`config.mk`:
```
export PLATFORM = sky130hd
export DESIGN_NAME = decimal_number_token_check_top
export DESIGN_NICKNAME = d
export VERILOG_FILES = /design/src/hw/rtl/dnt_pkg.sv /design/src/hw/rtl/dnt_in_reg.sv /design/src/hw/rtl/dnt_scan.sv /design/src/hw/rtl/decimal_number_token_check_top.sv
export SDC_FILE = /design/constraint.sdc
export NUM_CORES = 1
export LEC_CHECK = 0
export BUFFER_PORTS_ARGS = -buffer_cell sky130_fd_sc_hd__buf_2
export CORE_ASPECT_RATIO = 1.2
export CORE_MARGIN = 5
export CORE_UTILIZATION = 55
export DETAILED_ROUTE_END_ITERATION = 10
export HOLD_SLACK_MARGIN = 0.02
export PLACE_DENSITY = 0.72
export SYNTH_ARGS = -nofsm -noshare
export SYNTH_HDL_FRONTEND = slang
export SYNTH_SLANG_ARGS = --single-unit
export TNS_END_PERCENT = 20
```
`constraint.sdc`:
```
create_clock -name aclk -period 4.9 [get_ports aclk]
set_input_delay 0.49 -clock aclk [delete_from_list [all_inputs] [get_ports aclk]]
set_output_delay 0.49 -clock aclk [all_outputs]
set_load 0.1 [all_outputs]
```
`src/hw/rtl/dnt_pkg.sv`:
```
// Shared types and constants for the decimal number token checker.
// Depends on nothing; every other file refers to it by scoped names.
`timescale 1ns / 1ps

package dnt_pkg;

    localparam int VALUE_W = 64;
    localparam int CHAR_W  = 8;

    localparam logic [CHAR_W-1:0] CH_ZERO   = 8'h30;  // '0'
    localparam logic [CHAR_W-1:0] CH_NINE   = 8'h39;  // '9'
    localparam logic [CHAR_W-1:0] CH_POINT  = 8'h2E;  // '.'
    localparam logic [CHAR_W-1:0] CH_EXP    = 8'h65;  // 'e'
    localparam logic [CHAR_W-1:0] CH_SUFFIX = 8'h66;  // 'f'
    localparam logic [CHAR_W-1:0] CH_PLUS   = 8'h2B;  // '+'
    localparam logic [CHAR_W-1:0] CH_MINUS  = 8'h2D;  // '-'

    localparam logic [3:0] RADIX = 4'd10;

    // One character item.
    typedef struct packed {
        logic [CHAR_W-1:0] char_code;
        logic              last_char;
    } in_item_t;

    // Token flags carried from character to character.
    typedef struct packed {
        logic at_first;
        logic int_ok;
        logic int_digit_seen;
        logic float_ok;
        logic seen_digit;
        logic seen_point;
        logic seen_exponent;
        logic expect_exp_lead;
        logic suffix_seen;
        logic negative;
    } scan_flags_t;

    localparam scan_flags_t FLAGS_RESET = '{
        at_first:        1'b1,
        int_ok:          1'b1,
        int_digit_seen:  1'b0,
        float_ok:        1'b1,
        seen_digit:      1'b0,
        seen_point:      1'b0,
        seen_exponent:   1'b0,
        expect_exp_lead: 1'b0,
        suffix_seen:     1'b0,
        negative:        1'b0
    };

    // One verdict item.
    typedef struct packed {
        logic                      is_integer;
        logic                      is_float;
        logic signed [VALUE_W-1:0] int_value;
    } result_t;

endpackage

```
`src/hw/rtl/dnt_in_reg.sv`:
```
// Input register for the character channel; one item deep, refills in the
// cycle it drains. Depends on dnt_pkg.
`timescale 1ns / 1ps

module dnt_in_reg (
    input  logic              aclk,
    input  logic              aresetn,
    input  logic              s_valid,
    output logic              s_ready,
    input  dnt_pkg::in_item_t s_item,
    input  logic              take,      // downstream consumes the held item
    output logic              hold_valid,
    output dnt_pkg::in_item_t hold_item
);

    logic              valid_reg;
    logic              valid_next;
    dnt_pkg::in_item_t item_reg;

    assign s_ready    = !valid_reg || take;
    assign hold_valid = valid_reg;
    assign hold_item  = item_reg;

    always_comb begin
        valid_next = valid_reg;
        if (s_valid && s_ready) begin
            valid_next = 1'b1;
        end else if (take) begin
            valid_next = 1'b0;
        end
    end

    always_ff @(posedge aclk) begin
        if (!aresetn) begin
            valid_reg <= 1'b0;
        end else begin
            valid_reg <= valid_next;
        end
    end

    always_ff @(posedge aclk) begin
        if (s_valid && s_ready) begin
            item_reg <= s_item;
        end
    end

    // a take only ever drains a held item
    a_take_needs_item: assert property (@(posedge aclk) disable iff (!aresetn)
        take |-> valid_reg)
        else $error("dnt_in_reg: take without a held item");

endmodule

```
`src/hw/rtl/dnt_scan.sv`:
```
// Token scanner: flag update and mod 2^64 accumulation for one character per
// cycle while step is high, verdict formed on the final character. Depends on dnt_pkg.
`timescale 1ns / 1ps

module dnt_scan (
    input  logic                aclk,
    input  logic                aresetn,
    input  logic                step,
    input  dnt_pkg::in_item_t   item,
    output dnt_pkg::result_t    result
);

    dnt_pkg::scan_flags_t           flags_reg;
    dnt_pkg::scan_flags_t           flags_next;
    dnt_pkg::scan_flags_t           upd;
    logic [dnt_pkg::VALUE_W-1:0]    acc_reg;     // +value
    logic [dnt_pkg::VALUE_W-1:0]    acc_next;
    logic [dnt_pkg::VALUE_W-1:0]    nacc_reg;    // -value, kept in parallel
    logic [dnt_pkg::VALUE_W-1:0]    nacc_next;
    logic [dnt_pkg::VALUE_W-1:0]    acc_upd;
    logic [dnt_pkg::VALUE_W-1:0]    nacc_upd;
    logic [dnt_pkg::VALUE_W-1:0]    digit_val;
    logic [dnt_pkg::CHAR_W-1:0]     c;
    logic                           digit;
    logic                           sign;
    logic                           is_int;

    assign c     = item.char_code;
    assign digit = c inside {[dnt_pkg::CH_ZERO:dnt_pkg::CH_NINE]};
    assign sign  = (c == dnt_pkg::CH_PLUS) || (c == dnt_pkg::CH_MINUS);
    assign digit_val = {{(dnt_pkg::VALUE_W-dnt_pkg::CHAR_W){1'b0}}, c - dnt_pkg::CH_ZERO};

    always_comb begin
        upd = flags_reg;

        // integer path
        if (flags_reg.at_first) begin
            if (digit) begin
                upd.int_digit_seen = 1'b1;
            end else if (sign) begin
                upd.negative = (c == dnt_pkg::CH_MINUS);
            end else begin
                upd.int_ok = 1'b0;
            end
        end else if (digit) begin
            upd.int_digit_seen = 1'b1;
        end else begin
            upd.int_ok = 1'b0;
        end

        // float path
        if (flags_reg.at_first) begin
            if (digit) begin
                upd.seen_digit = 1'b1;
            end else if (c == dnt_pkg::CH_POINT) begin
                upd.seen_point = 1'b1;
            end else if (!sign) begin
                upd.float_ok = 1'b0;
            end
        end else if (flags_reg.expect_exp_lead) begin
            upd.expect_exp_lead = 1'b0;
            if (!digit && !sign) begin
                upd.float_ok = 1'b0;
            end
        end else if (flags_reg.suffix_seen) begin
            upd.float_ok = 1'b0;
        end else if (digit) begin
            upd.seen_digit = 1'b1;
        end else if (c == dnt_pkg::CH_POINT && !flags_reg.seen_point
                     && !flags_reg.seen_exponent) begin
            upd.seen_point = 1'b1;
        end else if (c == dnt_pkg::CH_EXP && !flags_reg.seen_exponent) begin
            upd.seen_exponent   = 1'b1;
            upd.expect_exp_lead = 1'b1;
        end else if (c == dnt_pkg::CH_SUFFIX && item.last_char) begin
            upd.suffix_seen = 1'b1;
        end else begin
            upd.float_ok = 1'b0;
        end

        upd.at_first = 1'b0;

        // times ten as shift-and-add
        acc_upd  = acc_reg;
        nacc_upd = nacc_reg;
        if (digit) begin
            acc_upd  = (acc_reg << 3) + (acc_reg << 1) + digit_val;
            nacc_upd = (nacc_reg << 3) + (nacc_reg << 1) - digit_val;
        end

        flags_next = flags_reg;
        acc_next   = acc_reg;
        nacc_next  = nacc_reg;
        if (step) begin
            if (item.last_char) begin
                flags_next = dnt_pkg::FLAGS_RESET;
                acc_next   = '0;
                nacc_next  = '0;
            end else begin
                flags_next = upd;
                acc_next   = acc_upd;
                nacc_next  = nacc_upd;
            end
        end
    end

    assign is_int = upd.int_ok && upd.int_digit_seen;

    always_comb begin
        result.is_integer = is_int;
        result.is_float   = upd.float_ok && !upd.expect_exp_lead && upd.seen_digit
                            && (upd.seen_point || upd.seen_exponent);
        result.int_value  = '0;
        if (is_int) begin
            result.int_value = upd.negative ? nacc_upd : acc_upd;
        end
    end

    always_ff @(posedge aclk) begin
        if (!aresetn) begin
            flags_reg <= dnt_pkg::FLAGS_RESET;
            acc_reg   <= '0;
            nacc_reg  <= '0;
        end else begin
            flags_reg <= flags_next;
            acc_reg   <= acc_next;
            nacc_reg  <= nacc_next;
        end
    end

    // final character returns the scanner to a fresh token
    a_last_restarts: assert property (@(posedge aclk) disable iff (!aresetn)
        (step && item.last_char) |=> (flags_reg == dnt_pkg::FLAGS_RESET
                                      && acc_reg == '0 && nacc_reg == '0))
        else $error("dnt_scan: state not cleared after final character");

    // the two accumulators stay negatives of each other
    a_acc_pair: assert property (@(posedge aclk) disable iff (!aresetn)
        (acc_reg + nacc_reg) == '0)
        else $error("dnt_scan: accumulator pair out of step");

endmodule

```
`src/hw/rtl/decimal_number_token_check_top.sv`:
```
// Top level of the decimal number token checker: input register, scanner,
// result register. Depends on dnt_pkg, dnt_in_reg and dnt_scan.
`timescale 1ns / 1ps
// Path: a final character goes from the input register through the scanner into
//   the result register, and its verdict shows on m_*.
// Throughput: one character item per cycle unless a final character waits on a
//   held verdict; the times-ten add is combinational, so items run back to back.
// Reset: aresetn low at a clock edge empties both registers and returns the
//   scanner to the start of a token; no clearing pass is needed.
module decimal_number_token_check_top (
    input  logic                                 aclk,
    input  logic                                 aresetn,
    // character channel
    input  logic                                 s_valid,
    output logic                                 s_ready,
    input  logic [7:0]                           s_char_code,
    input  logic                                 s_last_char,
    // verdict channel
    output logic                                 m_valid,
    input  logic                                 m_ready,
    output logic                                 m_is_integer,
    output logic                                 m_is_float,
    output logic signed [dnt_pkg::VALUE_W-1:0]   m_int_value
);

    dnt_pkg::in_item_t s_item;
    dnt_pkg::in_item_t hold_item;
    logic              hold_valid;
    logic              take;
    dnt_pkg::result_t  scan_result;

    // result register
    logic              out_valid_reg;
    logic              out_valid_next;
    dnt_pkg::result_t  out_reg;

    assign s_item.char_code = s_char_code;
    assign s_item.last_char = s_last_char;

    // Only a final character produces an item, so only it waits on the
    // result register; all other characters advance every cycle.
    assign take = hold_valid && (!hold_item.last_char || !out_valid_reg || m_ready);

    dnt_in_reg u_in_reg (
        .aclk       (aclk),
        .aresetn    (aresetn),
        .s_valid    (s_valid),
        .s_ready    (s_ready),
        .s_item     (s_item),
        .take       (take),
        .hold_valid (hold_valid),
        .hold_item  (hold_item)
    );

    dnt_scan u_scan (
        .aclk    (aclk),
        .aresetn (aresetn),
        .step    (take),
        .item    (hold_item),
        .result  (scan_result)
    );

    wire load = take && hold_item.last_char;

    always_comb begin
        out_valid_next = out_valid_reg;
        if (load) begin
            out_valid_next = 1'b1;
        end else if (m_ready) begin
            out_valid_next = 1'b0;
        end
    end

    always_ff @(posedge aclk) begin
        if (!aresetn) begin
            out_valid_reg <= 1'b0;
        end else begin
            out_valid_reg <= out_valid_next;
        end
    end

    always_ff @(posedge aclk) begin
        if (load) begin
            out_reg <= scan_result;
        end
    end

    assign m_valid      = out_valid_reg;
    assign m_is_integer = out_reg.is_integer;
    assign m_is_float   = out_reg.is_float;
    assign m_int_value  = out_reg.int_value;

    // a verdict is never overwritten while it waits
    a_no_overwrite: assert property (@(posedge aclk) disable iff (!aresetn)
        (out_valid_reg && !m_ready) |-> !load)
        else $error("top: verdict overwritten before taken");

    // every final character consumed leaves a verdict behind
    a_load_shows: assert property (@(posedge aclk) disable iff (!aresetn)
        load |=> out_valid_reg)
        else $error("top: final character produced no verdict");

endmodule

```
# Word level (Yosys, flattened, before mapping)
# Cells that the tools add are included.
# op_classes
add_sub_neg,5
n_lt_le_gt_ge,2
reduce_logical,29
n_mux,43
n_eq_ne,7
# op_table
cell,n
64-bit two-way mux,5
64-bit adder,2
64-bit by 8-bit adder with 64-bit output,1
64-bit by 8-bit subtractor with 64-bit output,1
1-bit two-way mux,29
8-bit by 6-bit equality test with 1-bit output (second input constant),3
8-bit by 7-bit equality test with 1-bit output (second input constant),2
1-bit logical AND,13
3-bit two-way mux,4
10-bit two-way mux,1
8-bit by 6-bit >= comparator with 1-bit output (second input constant),1
8-bit by 6-bit <= comparator with 1-bit output (second input constant),1
1-bit logical NOT,8
8-bit by 6-bit subtractor with 8-bit output (second input constant),1
1-bit logical OR,5
5-bit two-way mux,1
2-bit two-way mux,2
4-bit two-way mux,1
2-bit inequality test (second input constant),2
2-bit nonzero test,2
3-bit AND reduction,1
# word_totals
regBits,215
elab_cells,105
inputBits,13
out_inout_bits,68

# Logic depth before layout (Yosys ltp)
# depth
depth_word,13
ltp_mapped,15
depth_no_buf,15

# Cells and area by module
# A second synthesis with hierarchy kept.
# hier_totals
cells_unflattened,2470
hier_area_um2,19621.3
# modules_own_cells
mod,cells_each,n_inst,seq_area_each_um2,area_per_inst_um2
dnt_scan,2383,1,2762.6,17256.6
decimal_number_token_check_top,73,1,2001.9,2037.0
dnt_in_reg,14,1,290.3,327.8

# Worst setup path before layout
# No wires, ideal clock.
# synth_path
kind,reg2reg
from,"reg u_in_reg.item_reg, in the netlist u_in_reg.hold_item[5]"
to,"reg out_reg, in the netlist m_int_value[46] (data pin)"
arrival_time_ps,3674
setup_slack_ps,964
period_less_slack_ps,3936
stages_incl_launch_ff,16
path_buffers,0
t_required_ps,4638
setup_ps,262
cell_sequence,edfxtp_1 -> ha_1 -> xor2_1 -> fa_1 -> inv_1 -> ha_1 -> nand2_1 -> a211o_1 -> a22o_1 -> o311ai_2 -> a31oi_1 -> o41ai_2 -> xnor2_1 -> nor2_1 -> a21oi_1 -> o22ai_1
# synth_via
elab_chain_len,6
elab_cells_between_ends,21
cone_classes,add/sub (3); order compare (2); eq/ne (2); mux (11); reduce/logical (3)
# synth_rtl
element,line_no,source
start: declaration,dnt_in_reg.sv:18,dnt_pkg::in_item_t item_reg;
start signal: assignment,dnt_in_reg.sv:43,item_reg <= s_item;
branches (longest 6 deep; another with 64-bit by 8-bit adder with 64-bit output),--,
end signal: assignment,decimal_number_token_check_top.sv:84,out_reg <= scan_result;
end: declaration,decimal_number_token_check_top.sv:35,dnt_pkg::result_t out_reg;
# Several ways; the timed one is not identified.
# A chain may end at the register's enable or synchronous reset.

# Final worst setup path
# layout_path
from,"reg u_in_reg.item_reg, in the netlist u_in_reg.hold_item[5]"
to,"reg out_reg, in the netlist m_int_value[51] (data pin)"
# The elaborated chain is that of the path after synthesis.

==> results.toml <==
[status]
status = "completed"

[synthesis]
yosysWarnings = 0
synthCells = 2473
ys_ff_latch = 215
synthFlopType = "dfxtp_1"
synth_edf_count = 75
synth.net_count = 2737
ys_types = 89
yosysSeqAreaShare = 0.260
syn_avg_cell_area_um2 = 7.85
syn_area_um2 = 19400
synth_async_sr_flop_share = 0

[floorplan]
dieArea_um2 = 39200
io-pin-count = 81
core_area_um2 = 34900
start_util = 0.556
die_y_um = 216
rows = 75
die_x_um = 181

[pwr]
intPower_uw = 3290
p_leak_uw = 0.00890
power_density_nw_per_um2 = 230
max-vdd-ir-drop_v = 0.000232
p_sw_frac = 0.315
share_seq_of_total_power = 0.396
p_clk_frac = 0.387
p_sw_uw = 1510
pwr-share-comb = 0.218

[clock_tree]
cts_sinks = 215
cts_resized = 0
cts_hold_buffers = 0
cts-buffers-inserted = 24
clkLatencyLatePin_ps = 540
clk_pin_slew_ps = 60
post_cts_buffers = 0
tritoncts = "done"
cts_max_path_buffers = 3
cts_root_buf = "clkbuf_16"
htree_levels = 1

[critical_path]
crit_fanout = 6
worstSetupEndpointType = "flip-flop"
worstPathBufferInverterCount = 0
worst-path-stages = 13
crit_family = "compound AO/OA/AOI/OAI gates"
path_class = "flip-flop to flip-flop"
cp-endpoint = "m_int_value[51]"
reg2reg_setup_slack_ps = 320
required_ps = 5240
regToRegEndpoint = "m_int_value[51]"
crit_start = "u_in_reg.hold_item[5]"
worstPathArrival_ps = 4930
cp-start-kind = "flip-flop"
reg2reg_from = "u_in_reg.hold_item[5]"
ff2ff_path_depth = 13
cp_slowest_cell = "edfxtp_1"
critPathMaxStageDelay_ps = 500
cp_cell_sequence = "ha_1 -> xor2_1 -> fa_1 -> ha_1 -> o2111ai_1 -> a31oi_1 -> o211ai_1 -> a31oi_2 -> a21oi_1 -> o31ai_1 -> xor2_1 -> nand2_1 -> a221oi_1"

[routing]
vias = 18400
antenna_left = 0
wire_per_inst_um = 20.9
routed_wl_mm = 61.6
drt_pass1_iterations = 6
drt_iter0_drc = 1288
drc = 0
viasPerCell = 6.25

[hold_path]
holdCritPathClass = "primary input to flip-flop"

[placement]
place_hpwl_mm = 47.0
io_buffers = 80
dp_slack_ps = 399
place_congestion = 0.955
dp.cells = 2898

[sta]
setup_ws_ps = 316
setup_viol = 0
slew_viol_final = 0
max_freq_mhz = 218
finalHoldWorstSlack_ps = 125
grt_setup_unrepaired = "false"
skew_ps = 23.0
relSlewSlack = 0.277
finalSetupTns_ps = 0
worst_pin_slew_ps = 1080
period_share = 0.936
min_period_ps = 4580
hold_viol_final = 0

[global_route]
use_met1 = 0.339
grt-ovfl-total = 0
grt_antenna_before_repair = 0
grt-busiest-layer = "met2"
grt_max_degree = 173
grt_pass1_vias = 18100
met3_usage = 0.0300
gr-usage-met2 = 0.543
grt_pass1_wl_mm = 95.6
track_usage = 0.300

[final_layout]
multi_input_area_um2 = 13000
synthToLayoutAreaGrowth_pct = 7.63
seq_area_um2 = 5050
final_core_util = 0.598
fillCellCount = 3258
final_cells = 2942
fin_nets = 2726
antennaDiodeCount = 0
drive_gt1_frac = 0.0722

[job]
max_cap_viol_count = 0
## worst reg2reg max path: stages, from the launching register on
cell	delay (ps)
edfxtp_1	500
ha_1	320
xor2_1	370
fa_1	490
ha_1	380
o2111ai_1	210
a31oi_1	320
o211ai_1	260
a31oi_2	420
a21oi_1	210
o31ai_1	330
xor2_1	250
nand2_1	90
a221oi_1	260
## worst min path at each step
stage	to	cells after the start	slack, ps	start
finish	u_in_reg.hold_item[7]	1	120	s_char_code[6]
global route	u_in_reg.hold_item[1]	1	120	s_char_code[0]
CTS	u_in_reg.hold_item[1]	1	110	s_char_code[0]
detailed placement	u_scan.nacc_reg[49]	2	440	u_scan.nacc_reg[49]
global placement	u_scan.nacc_reg[49]	2	430	u_scan.nacc_reg[49]
floorplan	u_scan.nacc_reg[63]	2	420	u_scan.nacc_reg[63]
## stage by stage
stage | power [uW] | instance area, um^2
after floorplan | 2700 | 19400
after global placement | 2950 | 20100
final | 4800 | 20900
after detailed placement | 2960 | 20100
after global routing | 4960 | 20900
after CTS | 4800 | 20900
## power groups by stage
stage | Clock (uW) | Sequential, uW | Combinational, uW
2_1_floorplan | 0 | 2030 | 666
5_1_grt | 1940 | 1900 | 1120
3_3_place_gp | 0 | 1940 | 1020
4_1_cts | 1870 | 1900 | 1030
6_report | 1860 | 1900 | 1040
3_5_place_dp | 0 | 1940 | 1030
## synthesized netlist by cell type (all sizes together), types with 8 or more instances
| cell | instances | area [um^2] |
|---|---|---|
| and2 | 37 | 231 |
| a31oi | 20 | 138 |
| nand3 | 29 | 145 |
| xnor2 | 61 | 534 |
| o211ai | 26 | 195 |
| nand2 | 284 | 1070 |
| a22o | 21 | 184 |
| nor3 | 31 | 160 |
| a211oi | 46 | 350 |
| xor2 | 59 | 517 |
| dfxtp | 140 | 2800 |
| buf | 26 | 120 |
| nor2 | 145 | 544 |
| nor2b | 53 | 332 |
| o21bai | 21 | 158 |
| ha | 239 | 2990 |
| a22oi | 44 | 330 |
| nand4 | 47 | 300 |
| o21ai | 160 | 801 |
| o31ai | 19 | 153 |
| a21o | 47 | 353 |
| a311oi | 11 | 96.3 |
| nand2b | 17 | 106 |
| or3 | 9 | 56.3 |
| inv | 230 | 863 |
| a221oi | 10 | 87.6 |
| o22ai | 16 | 100 |
| edfxtp | 75 | 2250 |
| a21oi | 246 | 1240 |
| o21a | 30 | 225 |
| mux2i | 21 | 210 |
| fa | 12 | 240 |
| or4 | 8 | 63.8 |
| clkbuf | 118 | 448 |
| a21boi | 13 | 101 |
| and3 | 19 | 119 |
## cells in the final DEF (no fill, tap or decap), drive strengths merged, types with 31 or more instances in the layout
master / count
clkbuf: 31
a21oi: 246
nand2: 284
nor3: 31
a21o: 47
a22oi: 44
ha: 239
a211oi: 46
dfxtp: 140
and2: 37
nand4: 47
nor2: 145
edfxtp: 75
inv: 231
nor2b: 53
buf: 107
o21ai: 160
xor2: 59
xnor2: 61
## area by class of cell
class / count / area share
Tap cell: 462 / 0.0277
Sequential cell: 215 / 0.242
Timing Repair Buffer: 107 / 0.0307
Multi-Input combinational cell: 1884 / 0.620
Clock inverter: 13 / 0.00767
Inverter: 230 / 0.0413
Clock buffer: 31 / 0.0305
## metal layers
layer,part of all wire,routed length [um]
met1,0.38,23300
met2,0.50,30600
met5,0,0
met3,0.053,3260
met4,0.073,4470
## cells by family after synthesis
| family | Yosys count | share of synthesized area |
|---|---|---|
| buffers and inverters | 374 | 0.0737 |
| xor gates and xnor gates | 120 | 0.0541 |
| DFF | 215 | 0.260 |
| AOI/OAI and AO/OA | 783 | 0.260 |
| and+or+nand+nor | 707 | 0.172 |
| muxes | 23 | 0.0132 |
| adders and majority gates | 251 | 0.166 |
(Power assumes the default switching activity.)
